## src/hw/rtl/gb5_pkg.sv

```systemverilog
package gb5_pkg;

	// payload and register widths
	localparam int PIX_W = 8;
	localparam int RES_W = 16;
	localparam int FW_W = 11;
	localparam int FH_W = 13;
	localparam int ROW_W = 13;
	localparam int APB_AW = 3;
	localparam int APB_DW = 32;

	// kernel geometry
	localparam int KSIZE = 5;
	localparam int HALF_K = KSIZE / 2;
	localparam int LINES = KSIZE - 1;
	localparam int MAX_HEIGHT = 4096;

	// fixed point: Q0.16 taps, Q8.8 result
	localparam int COEF_W = 14;
	localparam int SUM_W = 24;
	localparam int FRAC_SHIFT = 8;

	localparam logic [FW_W-1:0] FW_RESET = 11'd640;
	localparam logic [FH_W-1:0] FH_RESET = 13'd480;

	typedef enum logic {
		REG_FRAME_WIDTH  = 1'b0,
		REG_FRAME_HEIGHT = 1'b1
	} reg_idx_t;

	typedef enum logic {
		CMD_PIXEL = 1'b0,
		CMD_FLUSH = 1'b1
	} cmd_t;

	typedef logic [PIX_W-1:0] pix_t;
	typedef pix_t [LINES-1:0] line_word_t;

	// per-word result tags
	typedef struct packed {
		logic border;
		logic last;
	} gb5_tag_t;

	// control of the first pipeline stage
	typedef struct packed {
		logic     valid;
		logic     emit;
		gb5_tag_t tag;
	} gb5_s1_t;

	localparam logic [COEF_W-1:0] COEF [KSIZE][KSIZE] = '{
		'{14'd247,  14'd984,  14'd1559, 14'd984,  14'd247},
		'{14'd984,  14'd3926, 14'd6220, 14'd3926, 14'd984},
		'{14'd1559, 14'd6220, 14'd9853, 14'd6220, 14'd1559},
		'{14'd984,  14'd3926, 14'd6220, 14'd3926, 14'd984},
		'{14'd247,  14'd984,  14'd1559, 14'd984,  14'd247}
	};

endpackage

```

## src/hw/rtl/gb5_regs.sv

```systemverilog
module gb5_regs (
	input  logic                        clk,
	input  logic                        arst_n,
	input  logic                        psel,
	input  logic                        penable,
	input  logic                        pwrite,
	input  logic [gb5_pkg::APB_AW-1:0]  paddr,
	input  logic [gb5_pkg::APB_DW-1:0]  pwdata,
	output logic [gb5_pkg::APB_DW-1:0]  prdata,
	output logic                        pready,
	output logic [gb5_pkg::FW_W-1:0]    frame_width,
	output logic [gb5_pkg::FH_W-1:0]    frame_height,
	output logic                        restart
);
	import gb5_pkg::*;

	logic     wr;
	reg_idx_t idx;
	logic [FW_W-1:0] fw_q;
	logic [FH_W-1:0] fh_q;

	assign pready = 1'b1;
	assign wr = psel && penable && pwrite && pready;
	assign idx = reg_idx_t'(paddr[2]);
	assign restart = wr;
	assign frame_width = fw_q;
	assign frame_height = fh_q;

	// register writes
	always_ff @(posedge clk or negedge arst_n) begin
		if (!arst_n) begin
			fw_q <= FW_RESET;
			fh_q <= FH_RESET;
		end else if (wr) begin
			case (idx)
				REG_FRAME_WIDTH:  fw_q <= pwdata[FW_W-1:0];
				REG_FRAME_HEIGHT: fh_q <= pwdata[FH_W-1:0];
				default: ;
			endcase
		end
	end

	// read mux
	always_comb begin
		case (idx)
			REG_FRAME_WIDTH:  prdata = APB_DW'(fw_q);
			REG_FRAME_HEIGHT: prdata = APB_DW'(fh_q);
			default:          prdata = '0;
		endcase
	end

endmodule

```

## config.mk

```make
export PLATFORM = sky130hd
export DESIGN_NAME = gb5_regs
export DESIGN_NICKNAME = d
export VERILOG_FILES = /design/src/hw/rtl/gb5_pkg.sv /design/src/hw/rtl/gb5_regs.sv
export SDC_FILE = /design/constraint.sdc
export NUM_CORES = 1
export LEC_CHECK = 0
export BUFFER_PORTS_ARGS = -buffer_cell sky130_fd_sc_hd__buf_4
export CORE_MARGIN = 8
export CORE_UTILIZATION = 36
export CTS_CLUSTER_DIAMETER = 80
export CTS_CLUSTER_SIZE = 25
export DETAILED_ROUTE_END_ITERATION = 6
export GPL_TIMING_DRIVEN = 0
export PLACE_DENSITY_LB_ADDON = 0.15
export SETUP_SLACK_MARGIN = 0.15
export SYNTH_ARGS = -nofsm -noshare
export SYNTH_HDL_FRONTEND = slang
export SYNTH_SLANG_ARGS = --single-unit
```

## constraint.sdc

```tcl
create_clock -name clk -period 0.8 [get_ports clk]
set_clock_uncertainty 0.1 [all_clocks]
set_input_delay 0.04 -clock clk [delete_from_list [all_inputs] [get_ports clk]]
set_output_delay 0.04 -clock clk [all_outputs]
set_load 0.02 [all_outputs]
```

==> impl_results.md <==
* Outcome: complete, but fails checks
* Violated checks: hold timing, setup timing
* Share of cells above drive strength 1 at 0.8878
* Antenna violations before repair at 0
* DR DRC count at 0
* # Max-Cap Violations at 0
* VDD IR-drop max at 0.001081 V
* Area grow syn2layout at 94.51%
* EDFF count, synth at 0
* Final Non-Filler Cells at 253
* All-layer global routing usage at 0.1250
* Clock Sinks at 24
* CP cell instances: mux2_4 > buf_6
* Worst setup margin at -0.5020 ns
* H-tree level count at 1
* Worst Path Arrival at 1.16 ns
* Hold violation count in the final report at 24
* Post-synthesis sequential area ratio at 0.4682
* Fin nets at 246
* Port Buffer Count at 56
* PD cells at 2350 nW/um^2
* Top post-synthesis cells by count: 21 x buf_4, 20 x mux2_4, 18 x dfrtp_1
* Worst Hold Endpoint: frame_height[12]
* Min-delay src: pwdata[12]
* Worst path depth at 2
* Initial DRC Count at 50
* Placed Area at 1939 um^2
* Most common cell in the netlist: buf_4
* Setup CP Type: reg2out
* Cells on worst reg2reg path at 4
* Setup crit end kind: output pin
* Top cell type's share of synthesized area at 0.3468
* Core Box Area at 3551 um^2
* Synth async-reset ratio at 1.000
* TritonCTS clock tree: done
* Setup crit start kind: flip-flop
* Final period utilization at 1.628
* Hold_buf cts at 1
* DR WL/cell at 16.53 um
* Syn Inst Count at 89
* R2r setup slk at -0.42 ns
* Dominant cells by area after synthesis: dfrtp_1 35%, mux2_4 23%, mux2_2 13%, dfstp_2 12%, buf_4 12%
* Syn Area/Cell at 14.59 um^2
* Num CTS Buffers at 3
* Worst r2r src: frame_height[9]
* Final wirelength at 4.182 mm
* Synth Cell Area at 1299 um^2
* Largest fanout on the critical path at 3
* Critical path required time at 0.66 ns
* Post-DRT Antenna Nets at 0
* Slew Limit Fails at 0
* # diodes at 0
* Dpl hpwl at 2.572 mm
* Fill cell count at 262
* #FFs+latches synth at 24
* Vias at 1070
* Clock tree buffer depth at 2
* Cell count after placement at 211
* Placer Congestion at 0.6876
* First-pass GRT wire length at 5.996 mm
* Netlist cell types at 12
* Pleak at 1.344 nW
* Post-route minimum period at 1.302 ns
* Die height at 76.07 um
* Core Rows at 22
* CP delay by family, top: flip-flops
* Die X at 76.07 um
* Die ar. at 5786 um^2
* Post-synthesis cell type with the largest combined area: dfrtp_1
* Number of global-route vias before repair at 1159
* RSZ-0062 raised after global routing: yes
* Via-to-Cell Ratio at 4.229
* Critical Path Slowest Stage Cell: dfstp_2
* Finished Cell Area at 2526 um^2
* First drt pass iteration count at 2
* Warnings, synthesis at 0
* IO Count at 98
* Buf/Inv on CP at 1
* Clk root buf: clkbuf_4
* Maximum clock frequency at 768.0 MHz
* Initial core utilization at 0.3658
* Dominant synthesized flop cell: dfrtp_1
* Clk Latency, worst-skew pair at 0.30 ns
* Grt total ovfl at 0
* HP Class: in2reg
* Pwr Total at 5.937 mW
* Min Hold Slack at -0.1483 ns
* Final setup viols at 61
* Largest net degree at the start of global routing at 25
* Reg2reg end: frame_height[9]
* CP max stage delay at 0.58 ns
* Clk slew on worst S/H paths at 0.13 ns
* Hold Crit Depth at 2
how the worst max path moves through the flow:
stage / start / end / slack (ns)
finish: frame_width[9] / prdata[9] / -0.50
global route: frame_width[9] / prdata[9] / -0.55
CTS: frame_width[1] / prdata[1] / -0.50
detailed placement: paddr[2] / prdata[5] / -0.38
global placement: paddr[2] / prdata[8] / -0.36
floorplan: paddr[2] / frame_width[0] / -0.12
power by group:
group | switching, mW | internal [mW]
sequential | 0.229 | 1.57
combinational | 1.34 | 2.17
clock | 0.354 | 0.277
sequential cells by signal (all words and copies together) (netlist names):
signal	cells
frame_height	13
frame_width	11
area by class of cell:
class                   count  area (um^2)  area share
clock buffers               4        36.28     0.01436
plain buffers              23        177.7     0.07033
multi-input cells          60        654.4      0.2590
flip-flops and latches     24        630.6      0.2496
well taps                  48        60.06     0.02377
repair buffers             94        967.2      0.3829
cell usage in the layout, fill, tap and decap left out, types with 2 or more instances in the layout:
cell type,count
dfrtp_2,18
mux2_4,35
clkbuf_4,3
dfstp_2,6
buf_6,71
buf_4,44
and2_4,2
conb_1,20
repair_timing:
item                                    CTS  global route
buffers inserted                         20            17
resized for setup                        43            27
endpoints found under the hold margin    48            24
endpoints found under the setup margin   61            62
layer usage:
metal  GRT usage  routed length (um)  vias up
li1            -                   -      498
met5           0                   0        -
met1      0.1304                1620      532
met3     0.04245                 249        2
met2      0.2331                2299       38
met4     0.02885                  14        0
logic make-up after synthesis:
kind of cell,count (synthesis),synth area share
DFF,24,0.4682
and+or+nand+nor,5,0.03083
buffers and inverters,23,0.1339
other,2,0.005783
muxes,35,0.3613
per-stage QoR:
| stage | util | setup TNS [ns] | worst slack, ns |
|---|---|---|---|
| after floorplan | - | -3.824 | -0.1250 |
| after global placement | 0.5462 | -10.04 | -0.3616 |
| after detailed placement | 0.5462 | -10.46 | -0.3768 |
| after CTS | 0.6469 | -18.12 | -0.4972 |
| after global routing | 0.7114 | -22.53 | -0.5538 |
| final | 0.7114 | -20.30 | -0.5020 |
No activity file was read; power rests on OpenSTA's default activity.
