$ cat config.mk
export PLATFORM = sky130hd
export DESIGN_NAME = gb5_filter_flat
export DESIGN_NICKNAME = d
export VERILOG_FILES = /design/src/hw/rtl/gb5_pkg.sv /design/src/hw/rtl/gb5_res_if.sv /design/src/hw/rtl/gb5_filter.sv /design/src/flat_wrapper.sv
export SDC_FILE = /design/constraint.sdc
export NUM_CORES = 2
export LEC_CHECK = 0
export BUFFER_PORTS_ARGS = -buffer_cell sky130_fd_sc_hd__buf_2
export CAP_MARGIN = 10
export CORE_MARGIN = 8
export CORE_UTILIZATION = 63
export CTS_BUF_LIST = sky130_fd_sc_hd__clkbuf_8
export CTS_CLUSTER_DIAMETER = 50
export DETAILED_ROUTE_END_ITERATION = 16
export PLACE_DENSITY = 0.87
export SETUP_SLACK_MARGIN = 0.15
export SLEW_MARGIN = 20
export SYNTH_ARGS = -nofsm -noshare
export SYNTH_HDL_FRONTEND = slang
export SYNTH_SLANG_ARGS = --single-unit
$ cat constraint.sdc
create_clock -name clk -period 24.2 [get_ports clk]
set_input_delay 3.63 -clock clk [delete_from_list [all_inputs] [get_ports clk]]
set_output_delay 3.63 -clock clk [all_outputs]
set_load 0.05 [all_outputs]
$ cat src/hw/rtl/gb5_pkg.sv
package gb5_pkg;

	// payload and register widths
	localparam int PIX_W = 8;
	localparam int RES_W = 16;
	localparam int FW_W = 11;
	localparam int FH_W = 13;
	localparam int ROW_W = 13;
	localparam int APB_AW = 3;
	localparam int APB_DW = 32;

	// kernel geometry
	localparam int KSIZE = 5;
	localparam int HALF_K = KSIZE / 2;
	localparam int LINES = KSIZE - 1;
	localparam int MAX_HEIGHT = 4096;

	// fixed point: Q0.16 taps, Q8.8 result
	localparam int COEF_W = 14;
	localparam int SUM_W = 24;
	localparam int FRAC_SHIFT = 8;

	localparam logic [FW_W-1:0] FW_RESET = 11'd640;
	localparam logic [FH_W-1:0] FH_RESET = 13'd480;

	typedef enum logic {
		REG_FRAME_WIDTH  = 1'b0,
		REG_FRAME_HEIGHT = 1'b1
	} reg_idx_t;

	typedef enum logic {
		CMD_PIXEL = 1'b0,
		CMD_FLUSH = 1'b1
	} cmd_t;

	typedef logic [PIX_W-1:0] pix_t;
	typedef pix_t [LINES-1:0] line_word_t;

	// per-word result tags
	typedef struct packed {
		logic border;
		logic last;
	} gb5_tag_t;

	// control of the first pipeline stage
	typedef struct packed {
		logic     valid;
		logic     emit;
		gb5_tag_t tag;
	} gb5_s1_t;

	localparam logic [COEF_W-1:0] COEF [KSIZE][KSIZE] = '{
		'{14'd247,  14'd984,  14'd1559, 14'd984,  14'd247},
		'{14'd984,  14'd3926, 14'd6220, 14'd3926, 14'd984},
		'{14'd1559, 14'd6220, 14'd9853, 14'd6220, 14'd1559},
		'{14'd984,  14'd3926, 14'd6220, 14'd3926, 14'd984},
		'{14'd247,  14'd984,  14'd1559, 14'd984,  14'd247}
	};

endpackage

$ cat src/hw/rtl/gb5_res_if.sv
interface gb5_res_if;
	logic                     valid;
	logic                     ready;
	logic [gb5_pkg::RES_W-1:0] smoothed;
	logic                     on_border;
	logic                     frame_end;

	modport source (output valid, smoothed, on_border, frame_end, input ready);
	modport sink (input valid, smoothed, on_border, frame_end, output ready);
endinterface

$ cat src/hw/rtl/gb5_filter.sv
module gb5_filter (
	input  logic                 clk,
	input  logic                 arst_n,
	input  gb5_pkg::gb5_s1_t     s1,
	input  gb5_pkg::pix_t        s1_pixel,
	input  gb5_pkg::line_word_t  rd_data,
	output logic                 s1_take,
	output logic                 wr_en,
	output gb5_pkg::line_word_t  wr_data,
	gb5_res_if.source            res
);
	import gb5_pkg::*;

	pix_t vec [KSIZE];
	pix_t win_q [KSIZE][KSIZE];
	logic s1_move;
	logic out_free;
	logic rdy2;
	logic rdy3;
	logic s2_valid_q;
	gb5_tag_t s2_tag_q;
	logic [SUM_W-1:0] row_sum [KSIZE];
	logic [SUM_W-1:0] row_s3 [KSIZE];
	pix_t center_s3;
	gb5_tag_t tag_s3;
	logic s3_valid_q;
	logic [SUM_W-1:0] total;
	logic [RES_W-1:0] value;
	logic o_valid_q;
	logic [RES_W-1:0] smoothed_q;
	logic on_border_q;
	logic frame_end_q;

	// stage handshakes
	assign out_free = !o_valid_q || res.ready;
	assign rdy3 = !s3_valid_q || out_free;
	assign rdy2 = !s2_valid_q || rdy3;
	assign s1_take = rdy2;
	assign s1_move = s1.valid && rdy2;

	// new column: four stored lines plus the incoming pixel
	always_comb begin
		for (int k = 0; k < LINES; k++) begin
			vec[k] = rd_data[k];
		end
		vec[LINES] = s1_pixel;
		for (int k = 0; k < LINES; k++) begin
			wr_data[k] = vec[k+1];
		end
	end
	assign wr_en = s1_move;

	// window shifts one column left per processed word
	always_ff @(posedge clk) begin
		if (s1_move) begin
			for (int r = 0; r < KSIZE; r++) begin
				for (int c = 0; c < KSIZE - 1; c++) begin
					win_q[r][c] <= win_q[r][c+1];
				end
				win_q[r][KSIZE-1] <= vec[r];
			end
		end
	end

	always_ff @(posedge clk or negedge arst_n) begin
		if (!arst_n) begin
			s2_valid_q <= 1'b0;
		end else if (rdy2) begin
			s2_valid_q <= s1_move && s1.emit;
		end
	end

	always_ff @(posedge clk) begin
		if (s1_move) begin
			s2_tag_q <= s1.tag;
		end
	end

	// weighted row sums
	always_comb begin
		for (int r = 0; r < KSIZE; r++) begin
			row_sum[r] = '0;
			for (int c = 0; c < KSIZE; c++) begin
				row_sum[r] = row_sum[r] + SUM_W'(win_q[r][c]) * SUM_W'(COEF[r][c]);
			end
		end
	end

	always_ff @(posedge clk or negedge arst_n) begin
		if (!arst_n) begin
			s3_valid_q <= 1'b0;
		end else if (rdy3) begin
			s3_valid_q <= s2_valid_q;
		end
	end

	always_ff @(posedge clk) begin
		if (s2_valid_q && rdy3) begin
			row_s3    <= row_sum;
			center_s3 <= win_q[HALF_K][HALF_K];
			tag_s3    <= s2_tag_q;
		end
	end

	// final sum, Q8.8 truncation, border bypass
	always_comb begin
		total = '0;
		for (int r = 0; r < KSIZE; r++) begin
			total = total + row_s3[r];
		end
		if (tag_s3.border) begin
			value = {center_s3, FRAC_SHIFT'(0)};
		end else begin
			value = total[SUM_W-1:FRAC_SHIFT];
		end
	end

	// result register
	always_ff @(posedge clk or negedge arst_n) begin
		if (!arst_n) begin
			o_valid_q <= 1'b0;
		end else if (out_free) begin
			o_valid_q <= s3_valid_q;
		end
	end

	always_ff @(posedge clk) begin
		if (s3_valid_q && out_free) begin
			smoothed_q  <= value;
			on_border_q <= tag_s3.border;
			frame_end_q <= tag_s3.last;
		end
	end

	assign res.valid = o_valid_q;
	assign res.smoothed = smoothed_q;
	assign res.on_border = on_border_q;
	assign res.frame_end = frame_end_q;

	a_border_frac: assert property (@(posedge clk) disable iff (!arst_n)
		res.valid && res.on_border |-> res.smoothed[FRAC_SHIFT-1:0] == '0)
		else $error("border word with fraction bits set");

	a_interior_max: assert property (@(posedge clk) disable iff (!arst_n)
		res.valid && !res.on_border |-> res.smoothed <= RES_W'(65278))
		else $error("filtered word above kernel maximum");

	a_s2_hold: assert property (@(posedge clk) disable iff (!arst_n)
		s2_valid_q && !rdy3 |=> s2_valid_q && $stable(win_q[HALF_K][HALF_K]) &&
		$stable(s2_tag_q))
		else $error("window changed under a stalled word");

endmodule

$ cat src/flat_wrapper.sv
// flat-port wrapper written by rule: the top's interface ports become plain ports
module gb5_filter_flat import gb5_pkg::*;
  (clk, arst_n, s1, s1_pixel, rd_data, s1_take, wr_en, wr_data, res_valid, res_smoothed, res_on_border, res_frame_end, res_ready);
  gb5_res_if res_i ();
  input  logic clk;
  input  logic arst_n;
  input  gb5_pkg::gb5_s1_t s1;
  input  gb5_pkg::pix_t s1_pixel;
  input  gb5_pkg::line_word_t rd_data;
  output logic s1_take;
  output logic wr_en;
  output gb5_pkg::line_word_t wr_data;
  output wire logic [$bits(res_i.valid)-1:0] res_valid;
  output wire logic [$bits(res_i.smoothed)-1:0] res_smoothed;
  output wire logic [$bits(res_i.on_border)-1:0] res_on_border;
  output wire logic [$bits(res_i.frame_end)-1:0] res_frame_end;
  input wire logic [$bits(res_i.ready)-1:0] res_ready;
  assign res_valid = res_i.valid;
  assign res_smoothed = res_i.smoothed;
  assign res_on_border = res_i.on_border;
  assign res_frame_end = res_i.frame_end;
  assign res_i.ready = res_ready;
  gb5_filter u_core (.clk(clk), .arst_n(arst_n), .s1(s1), .s1_pixel(s1_pixel), .rd_data(rd_data), .s1_take(s1_take), .wr_en(wr_en), .wr_data(wr_data), .res(res_i));
endmodule
==> results by group <==
Critical path
  – Reg2Reg Depth: 38
  – Max stage delay on crit path: 590 ps
  – Slowest CP cell: fa_1
  – Critical Path Most Common Cell: fa_1
  – R2r setup slk: 13350 ps
  – Startpoint Class: register
  – Arrival @ worst endpoint: 11310 ps
  – CP endpoint kind: register
  – Crit Path Class: register to register
  – Delay-heaviest family, CP: adder cells
  – Bufs and invs on worst path: 7
  – CP Data Required Time: 24660 ps
  – Worst R2R End: u_core.row_s3[116]
  – Worst flop-to-flop path startpoint: u_core.win_q[0][24]
  – Critical path fanouts, max: 6

Yosys
  – Netlist cell types: 71
  – Syn_nets: 7888
  – Synth Warn #: 0
  – Top FF cell, synth: edfxtp_1
  – Ys async rst share: 0.870%
  – Cell Area, Synth: 0.0603 sq mm
  – Yosys reg bits: 345
  – Post-Synthesis Cells: 5686
  – Number of flops mapped to enable cells by yosys: 342
  – Post-synthesis sequential area ratio: 17.2%
  – Mapped Avg Cell Area: 10.6 sq um

Floorplan
  – Die width: 325 um
  – Core footprint: 0.0949 sq mm
  – Initial Util: 63.6%
  – # IOs: 100
  – Die H: 325 um
  – Num rows: 113
  – DIE AREA: 0.106 sq mm

Detailed routing
  – Vias/cell: 5.61
  – DRT Wirelength: 132000 um
  – Routed length per placed instance: 18.4 um
  – Post-route DRC violation count: 0
  – Vias: 40200
  – Drt initial violations: 2508
  – Remaining antenna violation count: 0
  – Drt pass-1 iters: 7

STA
  – Final count of hold timing violations: 0
  – Worst Clk Skew: 49.2 ps
  – Fmax: 0.0922 GHz
  – Least-Margin Pin Slew: 1140 ps
  – Count of final max-slew check failures: 0
  – Fin crit period: 10850 ps
  – Worst slew margin: 23.9%
  – Fin crit share: 44.8%
  – RSZ-0062 raised after global routing: false
  – Final setup TNS: 0 ps
  – Final setup viols: 0

Worst hold path
  – Hold/Removal Path Class: register to register
  – Hold path depth: 0
  – Worst hold path startpoint: u_core.s2_tag_q[1]
  – WHS Endpoint: u_core.tag_s3[1]

Final layout
  – Share of cells above drive strength 1: 4.39%
  – Register cell area after layout: 0.0103 sq mm
  – Fillers: 6678
  – Multi-input logic area: 0.0442 sq mm
  – Synth-to-layout area growth: 5.81%
  – Final net count: 8037

Global routing
  – Vias in the first global route: 44400
  – Initial antenna violation count: 5
  – Total GRT Usage: 25.5%
  – Largest net degree at the start of global routing: 69
  – Total grt overflow: 0
  – First-pass GRT wire length: 221000 um

Place
  – Placer Congestion: 0.961
  – Dpl hpwl: 112000 um
  – Port bufs: 99

Clock tree
  – Clock Tree Buf Depth: 3
  – Clk pin slew, worst setup/hold paths: 60 ps
  – Post-CTS Hold Buffers: 0
  – Cts bufs inserted: 77
  – Clock Tree Root: clkbuf_8
  – Setup repair bufs after CTS: 0
  – CTS tree: done
  – Clock sink count: 345
  – CTS H-tree depth: 3
  – Post-CTS resize count: 0
  – Clock latency on the worst-skew pair: 710 ps

Run
  – Max Cap Viol: 0

Run status
  – Status: finished clean
-- layout by cell type, fill, tap and decap left out, drive strengths merged, types with 104 or more instances in the layout --
cell	count
xnor2	275
ha	1296
nor2	184
xor2	107
a21oi	222
inv	1494
edfxtp	342
nand2	127
fa	859
buf	104
-- cell type report --
cell class / instances / area share [%]
tap: 1265 / 2.48
clock buffer: 77 / 1.66
multi-input combinational: 3831 / 69.2
antenna: 1 / 0.00392
inverter: 1476 / 8.68
timing repair buffer: 104 / 0.835
clock inverter: 63 / 0.890
sequential: 345 / 16.2
-- Yosys cell counts, drive strengths merged (13+ instances only) --
master | instances | share of area [%]
fa | 859 | 29
or3 | 27 | 0.28
nor2 | 184 | 1.1
edfxtp | 342 | 17
o21ai | 94 | 0.79
ha | 1296 | 27
a31oi | 14 | 0.15
a21oi | 222 | 1.8
o21bai | 53 | 0.66
a21o | 92 | 1.1
and3 | 16 | 0.17
o41ai | 16 | 0.28
or2 | 18 | 0.19
and2 | 15 | 0.16
nand2 | 127 | 0.79
nand3 | 66 | 0.55
a211oi | 18 | 0.22
o31ai | 13 | 0.17
o21a | 32 | 0.40
buf | 32 | 0.40
inv | 1476 | 9.2
xor2 | 107 | 1.6
nor2b | 42 | 0.44
xnor2 | 275 | 4.0
nor3 | 81 | 0.67
o2111ai | 21 | 0.31
nand2b | 36 | 0.37
-- worst max-delay path by stage --
stage	from	endpoint	cells past startpoint
after floorplan	res_ready	wr_en	3
after global placement	u_core.win_q[0][24]	u_core.row_s3[116]	38
after detailed placement	u_core.win_q[0][24]	u_core.row_s3[116]	38
after CTS	u_core.win_q[0][24]	u_core.row_s3[116]	38
after global routing	u_core.win_q[0][24]	u_core.row_s3[116]	38
final	u_core.win_q[0][24]	u_core.row_s3[116]	38
-- state kept, by name (all words and copies together) (netlist names) --
name and flops:
u_core.win_q 200, u_core.row_s3 112, u_core.res.smoothed 16, u_core.center_s3 8, u_core.s2_tag_q 2, u_core.tag_s3 2, u_core.res.frame_end 1, u_core.res.on_border 1
u_core.res.valid 1, u_core.s2_valid_q 1, u_core.s3_valid_q 1
-- per-stage QoR --
stage                     std cells  util (%)  setup WS (ps)  area (sq um)  hold slack, ps
after floorplan                5686         -          11480         60300             400
after global placement         7021      65.5          13690         62200             404
after detailed placement       7021      65.5          13450         62200             411
after CTS                      7161      67.3          13460         63800             424
after global routing           7162      67.3          12810         63800             439
final                          7162      67.3          13350         63800             422
-- cell families after synthesis --
kind of cell | after synthesis | share of synthesized area (%)
compound gates | 654 | 7.16
xor+xnor | 382 | 5.55
fa+ha+maj | 2155 | 55.4
buf+inv | 1510 | 9.60
flops | 345 | 17.2
mux | 5 | 0.0851
simple gates | 635 | 5.05
-- routing by layer --
layer / track usage [%] / up-vias / share of wire [%]
met3: 4.10 / 316 / 6.5
met5: 0 / - / 0.016
li1: - / 18700 / -
met1: 33.1 / 19900 / 41
met4: 9.22 / 4 / 3.7
met2: 43.3 / 1226 / 48
Power is left out: the tool's default activity adds up to more than one toggle a clock period on the data nets, which glitch-free logic cannot reach.
