===== src/hw/rtl/gb5_pkg.sv =====
package gb5_pkg;

	// payload and register widths
	localparam int PIX_W = 8;
	localparam int RES_W = 16;
	localparam int FW_W = 11;
	localparam int FH_W = 13;
	localparam int ROW_W = 13;
	localparam int APB_AW = 3;
	localparam int APB_DW = 32;

	// kernel geometry
	localparam int KSIZE = 5;
	localparam int HALF_K = KSIZE / 2;
	localparam int LINES = KSIZE - 1;
	localparam int MAX_HEIGHT = 4096;

	// fixed point: Q0.16 taps, Q8.8 result
	localparam int COEF_W = 14;
	localparam int SUM_W = 24;
	localparam int FRAC_SHIFT = 8;

	localparam logic [FW_W-1:0] FW_RESET = 11'd640;
	localparam logic [FH_W-1:0] FH_RESET = 13'd480;

	typedef enum logic {
		REG_FRAME_WIDTH  = 1'b0,
		REG_FRAME_HEIGHT = 1'b1
	} reg_idx_t;

	typedef enum logic {
		CMD_PIXEL = 1'b0,
		CMD_FLUSH = 1'b1
	} cmd_t;

	typedef logic [PIX_W-1:0] pix_t;
	typedef pix_t [LINES-1:0] line_word_t;

	// per-word result tags
	typedef struct packed {
		logic border;
		logic last;
	} gb5_tag_t;

	// control of the first pipeline stage
	typedef struct packed {
		logic     valid;
		logic     emit;
		gb5_tag_t tag;
	} gb5_s1_t;

	localparam logic [COEF_W-1:0] COEF [KSIZE][KSIZE] = '{
		'{14'd247,  14'd984,  14'd1559, 14'd984,  14'd247},
		'{14'd984,  14'd3926, 14'd6220, 14'd3926, 14'd984},
		'{14'd1559, 14'd6220, 14'd9853, 14'd6220, 14'd1559},
		'{14'd984,  14'd3926, 14'd6220, 14'd3926, 14'd984},
		'{14'd247,  14'd984,  14'd1559, 14'd984,  14'd247}
	};

endpackage


===== src/hw/rtl/gb5_pix_if.sv =====
interface gb5_pix_if;
	logic                     valid;
	logic                     ready;
	logic                     cmd;
	logic [gb5_pkg::PIX_W-1:0] pixel;

	modport source (output valid, cmd, pixel, input ready);
	modport sink (input valid, cmd, pixel, output ready);
endinterface


===== src/hw/rtl/gb5_ctrl.sv =====
module gb5_ctrl #(
	parameter int MAX_WIDTH = 1024
) (
	input  logic                           clk,
	input  logic                           arst_n,
	input  logic [gb5_pkg::FW_W-1:0]       frame_width,
	input  logic [gb5_pkg::FH_W-1:0]       frame_height,
	input  logic                           restart,
	gb5_pix_if.sink                        pix,
	input  logic                           s1_take,
	output gb5_pkg::gb5_s1_t               s1,
	output logic [$clog2(MAX_WIDTH)-1:0]   s1_col,
	output gb5_pkg::pix_t                  s1_pixel,
	output logic                           rd_en,
	output logic [$clog2(MAX_WIDTH)-1:0]   rd_addr
);
	import gb5_pkg::*;

	localparam int COL_W = $clog2(MAX_WIDTH);
	localparam int CW = COL_W + 2;
	localparam int HW = ROW_W + 1;

	logic [CW-1:0]    w_eff;
	logic [HW-1:0]    h_eff;
	logic [COL_W-1:0] in_col_q;
	logic [ROW_W-1:0] in_row_q;
	logic [COL_W-1:0] out_col_q;
	logic [ROW_W-1:0] out_row_q;
	logic accept;
	logic inside_frame;
	logic processed;
	logic col_wrap;
	logic out_wrap;
	logic emit;
	logic border;
	logic last;
	logic s1_valid_q;
	logic s1_emit_q;
	gb5_tag_t s1_tag_q;
	logic [COL_W-1:0] s1_col_q;
	pix_t s1_px_q;

	// effective frame size, clamped to the supported range
	always_comb begin
		if (frame_width == '0) begin
			w_eff = CW'(1);
		end else if (32'(frame_width) > MAX_WIDTH) begin
			w_eff = CW'(MAX_WIDTH);
		end else begin
			w_eff = CW'(frame_width);
		end
		if (frame_height == '0) begin
			h_eff = HW'(1);
		end else if (HW'(frame_height) > HW'(MAX_HEIGHT)) begin
			h_eff = HW'(MAX_HEIGHT);
		end else begin
			h_eff = HW'(frame_height);
		end
	end

	// decisions for the word at the input
	assign accept = pix.valid && pix.ready;
	assign inside_frame = HW'(in_row_q) < h_eff;
	assign processed = !(pix.cmd == CMD_FLUSH && inside_frame);
	assign col_wrap = CW'(in_col_q) + CW'(1) >= w_eff;
	assign out_wrap = CW'(out_col_q) + CW'(1) >= w_eff;

	// a result leaves once the input is two rows and two pixels ahead
	assign emit = (in_row_q >= ROW_W'(4)) ||
		(in_row_q == ROW_W'(3) && w_eff != CW'(1)) ||
		(in_row_q == ROW_W'(2) && in_col_q >= COL_W'(2));

	assign border = (out_row_q < ROW_W'(HALF_K)) || (out_col_q < COL_W'(HALF_K)) ||
		(HW'(out_row_q) + HW'(HALF_K + 1) > h_eff) ||
		(CW'(out_col_q) + CW'(HALF_K + 1) > w_eff);
	assign last = (HW'(out_row_q) + HW'(1) >= h_eff) && out_wrap;

	// position counters
	always_ff @(posedge clk or negedge arst_n) begin
		if (!arst_n) begin
			in_col_q  <= '0;
			in_row_q  <= '0;
			out_col_q <= '0;
			out_row_q <= '0;
		end else if (restart || (accept && processed && emit && last)) begin
			in_col_q  <= '0;
			in_row_q  <= '0;
			out_col_q <= '0;
			out_row_q <= '0;
		end else if (accept && processed) begin
			in_col_q <= col_wrap ? '0 : in_col_q + COL_W'(1);
			if (col_wrap) begin
				in_row_q <= in_row_q + ROW_W'(1);
			end
			if (emit) begin
				out_col_q <= out_wrap ? '0 : out_col_q + COL_W'(1);
				if (out_wrap) begin
					out_row_q <= out_row_q + ROW_W'(1);
				end
			end
		end
	end

	// first stage control
	always_ff @(posedge clk or negedge arst_n) begin
		if (!arst_n) begin
			s1_valid_q <= 1'b0;
		end else if (pix.ready) begin
			s1_valid_q <= accept && processed;
		end
	end

	// first stage payload
	always_ff @(posedge clk) begin
		if (accept) begin
			s1_emit_q       <= emit;
			s1_tag_q.border <= border;
			s1_tag_q.last   <= last;
			s1_col_q        <= in_col_q;
			s1_px_q         <= inside_frame ? pix.pixel : '0;
		end
	end

	assign pix.ready = !s1_valid_q || s1_take;
	assign rd_en = accept && processed;
	assign rd_addr = in_col_q;
	assign s1 = '{valid: s1_valid_q, emit: s1_emit_q, tag: s1_tag_q};
	assign s1_col = s1_col_q;
	assign s1_pixel = s1_px_q;

	a_frame_restart: assert property (@(posedge clk) disable iff (!arst_n)
		accept && processed && emit && last |=>
		in_col_q == '0 && in_row_q == '0 && out_col_q == '0 && out_row_q == '0)
		else $error("counters not cleared after last word of frame");

	a_col_range: assert property (@(posedge clk) disable iff (!arst_n)
		CW'(in_col_q) < w_eff && CW'(out_col_q) < w_eff)
		else $error("column counter beyond frame width");

endmodule


===== src/flat_wrapper.sv =====
// flat-port wrapper written by rule: the top's interface ports become plain ports
module gb5_ctrl_flat import gb5_pkg::*;
#(
	parameter int MAX_WIDTH = 1024
)
  (clk, arst_n, frame_width, frame_height, restart, s1_take, s1, s1_col, s1_pixel, rd_en, rd_addr, pix_valid, pix_cmd, pix_pixel, pix_ready);
  gb5_pix_if pix_i ();
  input  logic clk;
  input  logic arst_n;
  input  logic [gb5_pkg::FW_W-1:0] frame_width;
  input  logic [gb5_pkg::FH_W-1:0] frame_height;
  input  logic restart;
  input  logic s1_take;
  output gb5_pkg::gb5_s1_t s1;
  output logic [$clog2(MAX_WIDTH)-1:0] s1_col;
  output gb5_pkg::pix_t s1_pixel;
  output logic rd_en;
  output logic [$clog2(MAX_WIDTH)-1:0] rd_addr;
  input wire logic [$bits(pix_i.valid)-1:0] pix_valid;
  input wire logic [$bits(pix_i.cmd)-1:0] pix_cmd;
  input wire logic [$bits(pix_i.pixel)-1:0] pix_pixel;
  output wire logic [$bits(pix_i.ready)-1:0] pix_ready;
  assign pix_i.valid = pix_valid;
  assign pix_i.cmd = pix_cmd;
  assign pix_i.pixel = pix_pixel;
  assign pix_ready = pix_i.ready;
  gb5_ctrl #(.MAX_WIDTH(MAX_WIDTH)) u_core (.clk(clk), .arst_n(arst_n), .frame_width(frame_width), .frame_height(frame_height), .restart(restart), .pix(pix_i), .s1_take(s1_take), .s1(s1), .s1_col(s1_col), .s1_pixel(s1_pixel), .rd_en(rd_en), .rd_addr(rd_addr));
endmodule

===== config.mk =====
export PLATFORM = sky130hd
export DESIGN_NAME = gb5_ctrl_flat
export DESIGN_NICKNAME = d
export VERILOG_FILES = /design/src/hw/rtl/gb5_pkg.sv /design/src/hw/rtl/gb5_pix_if.sv /design/src/hw/rtl/gb5_ctrl.sv /design/src/flat_wrapper.sv
export SDC_FILE = /design/constraint.sdc
export NUM_CORES = 1
export LEC_CHECK = 0
export ABC_AREA = 0
export ABC_CLOCK_PERIOD_IN_PS = 3000
export BUFFER_PORTS_ARGS = -buffer_cell sky130_fd_sc_hd__buf_2
export CAP_MARGIN = 20
export CELL_PAD_IN_SITES_DETAIL_PLACEMENT = 1
export CELL_PAD_IN_SITES_GLOBAL_PLACEMENT = 2
export CORE_UTILIZATION = 33
export CTS_CLUSTER_SIZE = 14
export DETAILED_ROUTE_END_ITERATION = 8
export PLACE_DENSITY = 0.89
export SYNTH_ARGS = -nofsm -noshare
export SYNTH_HDL_FRONTEND = slang
export SYNTH_SLANG_ARGS = --single-unit

===== constraint.sdc =====
create_clock -name clk -period 3 [get_ports clk]
set_input_delay 0.45 -clock clk [delete_from_list [all_inputs] [get_ports clk]]
set_output_delay 0.45 -clock clk [all_outputs]
set_load 0.02 [all_outputs]

==> metrics.txt <==
status=finished with violations; failing checks=setup timing; crit path time final=3.22 ns; fmax=0.311 GHz; final WL=22,900 microns; crit-path max FO=5; launching point of the worst reg2reg path=u_core.out_row_q[0]; H-tree depth=3; Max Cap Violations=0; WP data arrival=3.47 ns; clk buf depth=2; ANT cells=0; post-synth cell types=58; total power=2.58 mW; 1st-pass router iterations=7; Finished Layout Cells=1,039; total number of vias=5,885; dpl cells=993; Gate power share=15.5%; cell with the most instances after synthesis=ha_1; DIE WIDTH=131 microns; CP startpoint kind=flip-flop; syn nets=724; Setup-failing EPs final=35; CP Class=reg2reg; post-synthesis sequential area ratio=32.7%; die height=131 microns; Sw Share=26.8%; Clk pin slew, worst setup/hold paths=0.07 ns; final core utilization=49.7%; Syn Area/Cell=8.99 sq um; port bufs=71; biggest area consumer among synthesized cells=dfrtp_1; crit share post-route=107%; Max VDD drop=0.244 mV; Seq cells post-synth=68; synthesized area=0.00553 sq mm; Psw=0.692 mW; Clk Latency, worst-skew pair=0.36 ns; initial core utilization=34.3%; Flop pwr share=38.3%; Critical Path Start=u_core.out_row_q[0]; 1st-iter DRT viols=392; gr usage total=22.1%; first-pass GRT wire length=30,500 microns; initial antenna violation count=0; clock root buffer=clkbuf_16; TritonCTS clock tree=yes; worst min path class=in2async; RSZ-0062 raised after global routing=true; DR DRC count=0; critical path endpoint category=flip-flop; Yosys warnings=0; fraction of registers with async set/reset=69.1%; setup TNS=-3.42 ns; Hold Slack=0.114 ns; Slew Limit Headroom=56.7%; DIE AREA=0.0173 sq mm; Detail Route Antenna Nets=0; Core Footprint=0.0161 sq mm; worst reg-to-reg path cell count=15; top post-synthesis cells by count=71 x ha_1, 57 x nand2_1, 52 x nor2_1, 47 x dfrtp_1, 35 x o21ai_0; Setup Skew=0.0150 ns; I/O pin cnt=72; Syn-to-layout area delta=44.7%; final setup margin=-0.216 ns; Final nets=927; Cell Pwr Density=322 mW/mm^2; top_reg_cell synth=dfrtp_1; RePlAce Congestion=0.870; Post-synth EDFFs=21; vias per cell=5.66; clock share of power=46.2%; slew of the pin with the lowest slew margin=0.650 ns; Syn Inst Count=615; cell internal pwr=1.89 mW; largest net degree at the start of global routing=25; cts bufs inserted=9; Rows=46; grt total ovfl=0; share of the synthesized area in the top cell type=21.3%; Crit path required time=3.26 ns; Pleak=3.76 nW; fraction of layout cells with a size suffix above 1=39.9%; Sink Count=68; vias in the first global route=6,028; max-slew violations=0; hpwl dp=14,600 microns; endpoints failing hold=0; largest cells by area after synthesis=dfrtp_1 21%, ha_1 16%, edfxtp_1 11%; drt wl/cell=22.0 microns
-- sequential cells by signal, indices dropped and copies added, names as in the netlist --
register,cells
u_core.s1,2
u_core.s1_col,10
u_core.s1_pixel,8
u_core.in_row_q,13
u_core.s1_emit_q,1
u_core.out_col_q,10
u_core.out_row_q,13
u_core.s1_valid_q,1
u_core.rd_addr,10
-- power groups by stage --
stage / sequential [mW] / clock (mW) / combinational, mW
final: 0.988 / 1.19 / 0.399
after global routing: 0.989 / 1.23 / 0.426
after detailed placement: 1.01 / 0 / 0.339
after global placement: 1.00 / 0 / 0.322
after CTS: 0.988 / 1.17 / 0.352
after floorplan: 1.03 / 0 / 0.143
-- metal layers --
| layer | share of wire, % | up-vias | global-route usage, % |
|---|---|---|---|
| met3 | 4.2 | 66 | 3.36 |
| met4 | 4.1 | 0 | 8.33 |
| met5 | 0 | - | 0 |
| met1 | 39 | 2968 | 25.6 |
| li1 | - | 2641 | - |
| met2 | 53 | 210 | 40.6 |
-- stage by stage --
step | setup WS [ns] | instance area [sq um]
floorplan | 0.00360 | 5530
detailed placement | -0.440 | 6900
global route | -0.245 | 8000
global placement | -0.207 | 6900
finish | -0.216 | 8000
CTS | -0.00702 | 7430
-- final timing paths --
check | endpoint | slack, ns
worst min-delay path | u_core.out_col_q[5] | 0.11
max in group asynchronous | u_core.out_row_q[1] | 2.19
worst max-delay path | u_core.out_row_q[1] | -0.22
worst min register to register | u_core.s1_valid_q | 0.57
worst max register to register | u_core.out_row_q[1] | -0.22
min in group clk | u_core.s1_pixel[3] | 0.41
-- critical path, stage by stage (launching register included) --
cell,delay [ns]
dfrtp_2,0.41
buf_6,0.11
buf_4,0.13
nand3_4,0.15
nor3_4,0.22
xor2_2,0.22
ha_1,0.28
a21o_1,0.20
a21oi_2,0.24
o31ai_2,0.12
nor2_2,0.16
o21a_1,0.21
o31ai_4,0.11
buf_6,0.15
nor2_4,0.17
a22o_1,0.25
-- logic make-up after synthesis --
kind of cell,count (synthesis),synth area share (%)
AOI/OAI and AO/OA,127,15.3
and+or+nand+nor,234,21.5
buffers and inverters,49,3.96
adders and majority gates,73,16.5
xor gates and xnor gates,64,10.1
DFF,68,32.7
-- cell type report --
type / count / area (sq um)
inverters: 24 / 93.8
flip-flops and latches: 68 / 1810
clock buffers: 11 / 243
multi-input cells: 499 / 4020
fillers: 1865 / 8110
well taps: 216 / 270
repair buffers: 216 / 1480
clock inverters: 5 / 76.3
-- repair_timing --
| item | 4_1_cts | 5_1_grt |
|---|---|---|
| hold buffers | 0 | 0 |
| gates resized for setup | 36 | 84 |
| setup buffers | 9 | 21 |
| setup endpoints to repair | 37 | 48 |
| pin swaps | 12 | 52 |
| cloned | 0 | 1 |
-- cell usage in the layout, fill, tap and decap left out, types with 5 or more instances in the layout --
master and n:
a21o_1 15, a21oi_1 15, a21oi_2 8, a22o_1 9
a31oi_1 5, and3_1 18, and3_4 6, buf_2 71
buf_4 136, buf_6 8, clkbuf_16 9, dfrtp_1 41
dfrtp_2 6, edfxtp_1 21, ha_1 62, ha_4 5
inv_1 21, nand2_1 55, nand2b_1 7, nand3_1 18
nand3_4 6, nand4_1 19, nor2_1 44, nor2_2 5
nor2_4 5, nor2b_1 6, nor3_1 8, nor4_1 10
o21ai_0 26, o21ai_1 6, or3_1 6, xnor2_1 28
xnor2_2 6, xor2_1 25, xor2_2 5
No activity file was read; power rests on OpenSTA's default activity.
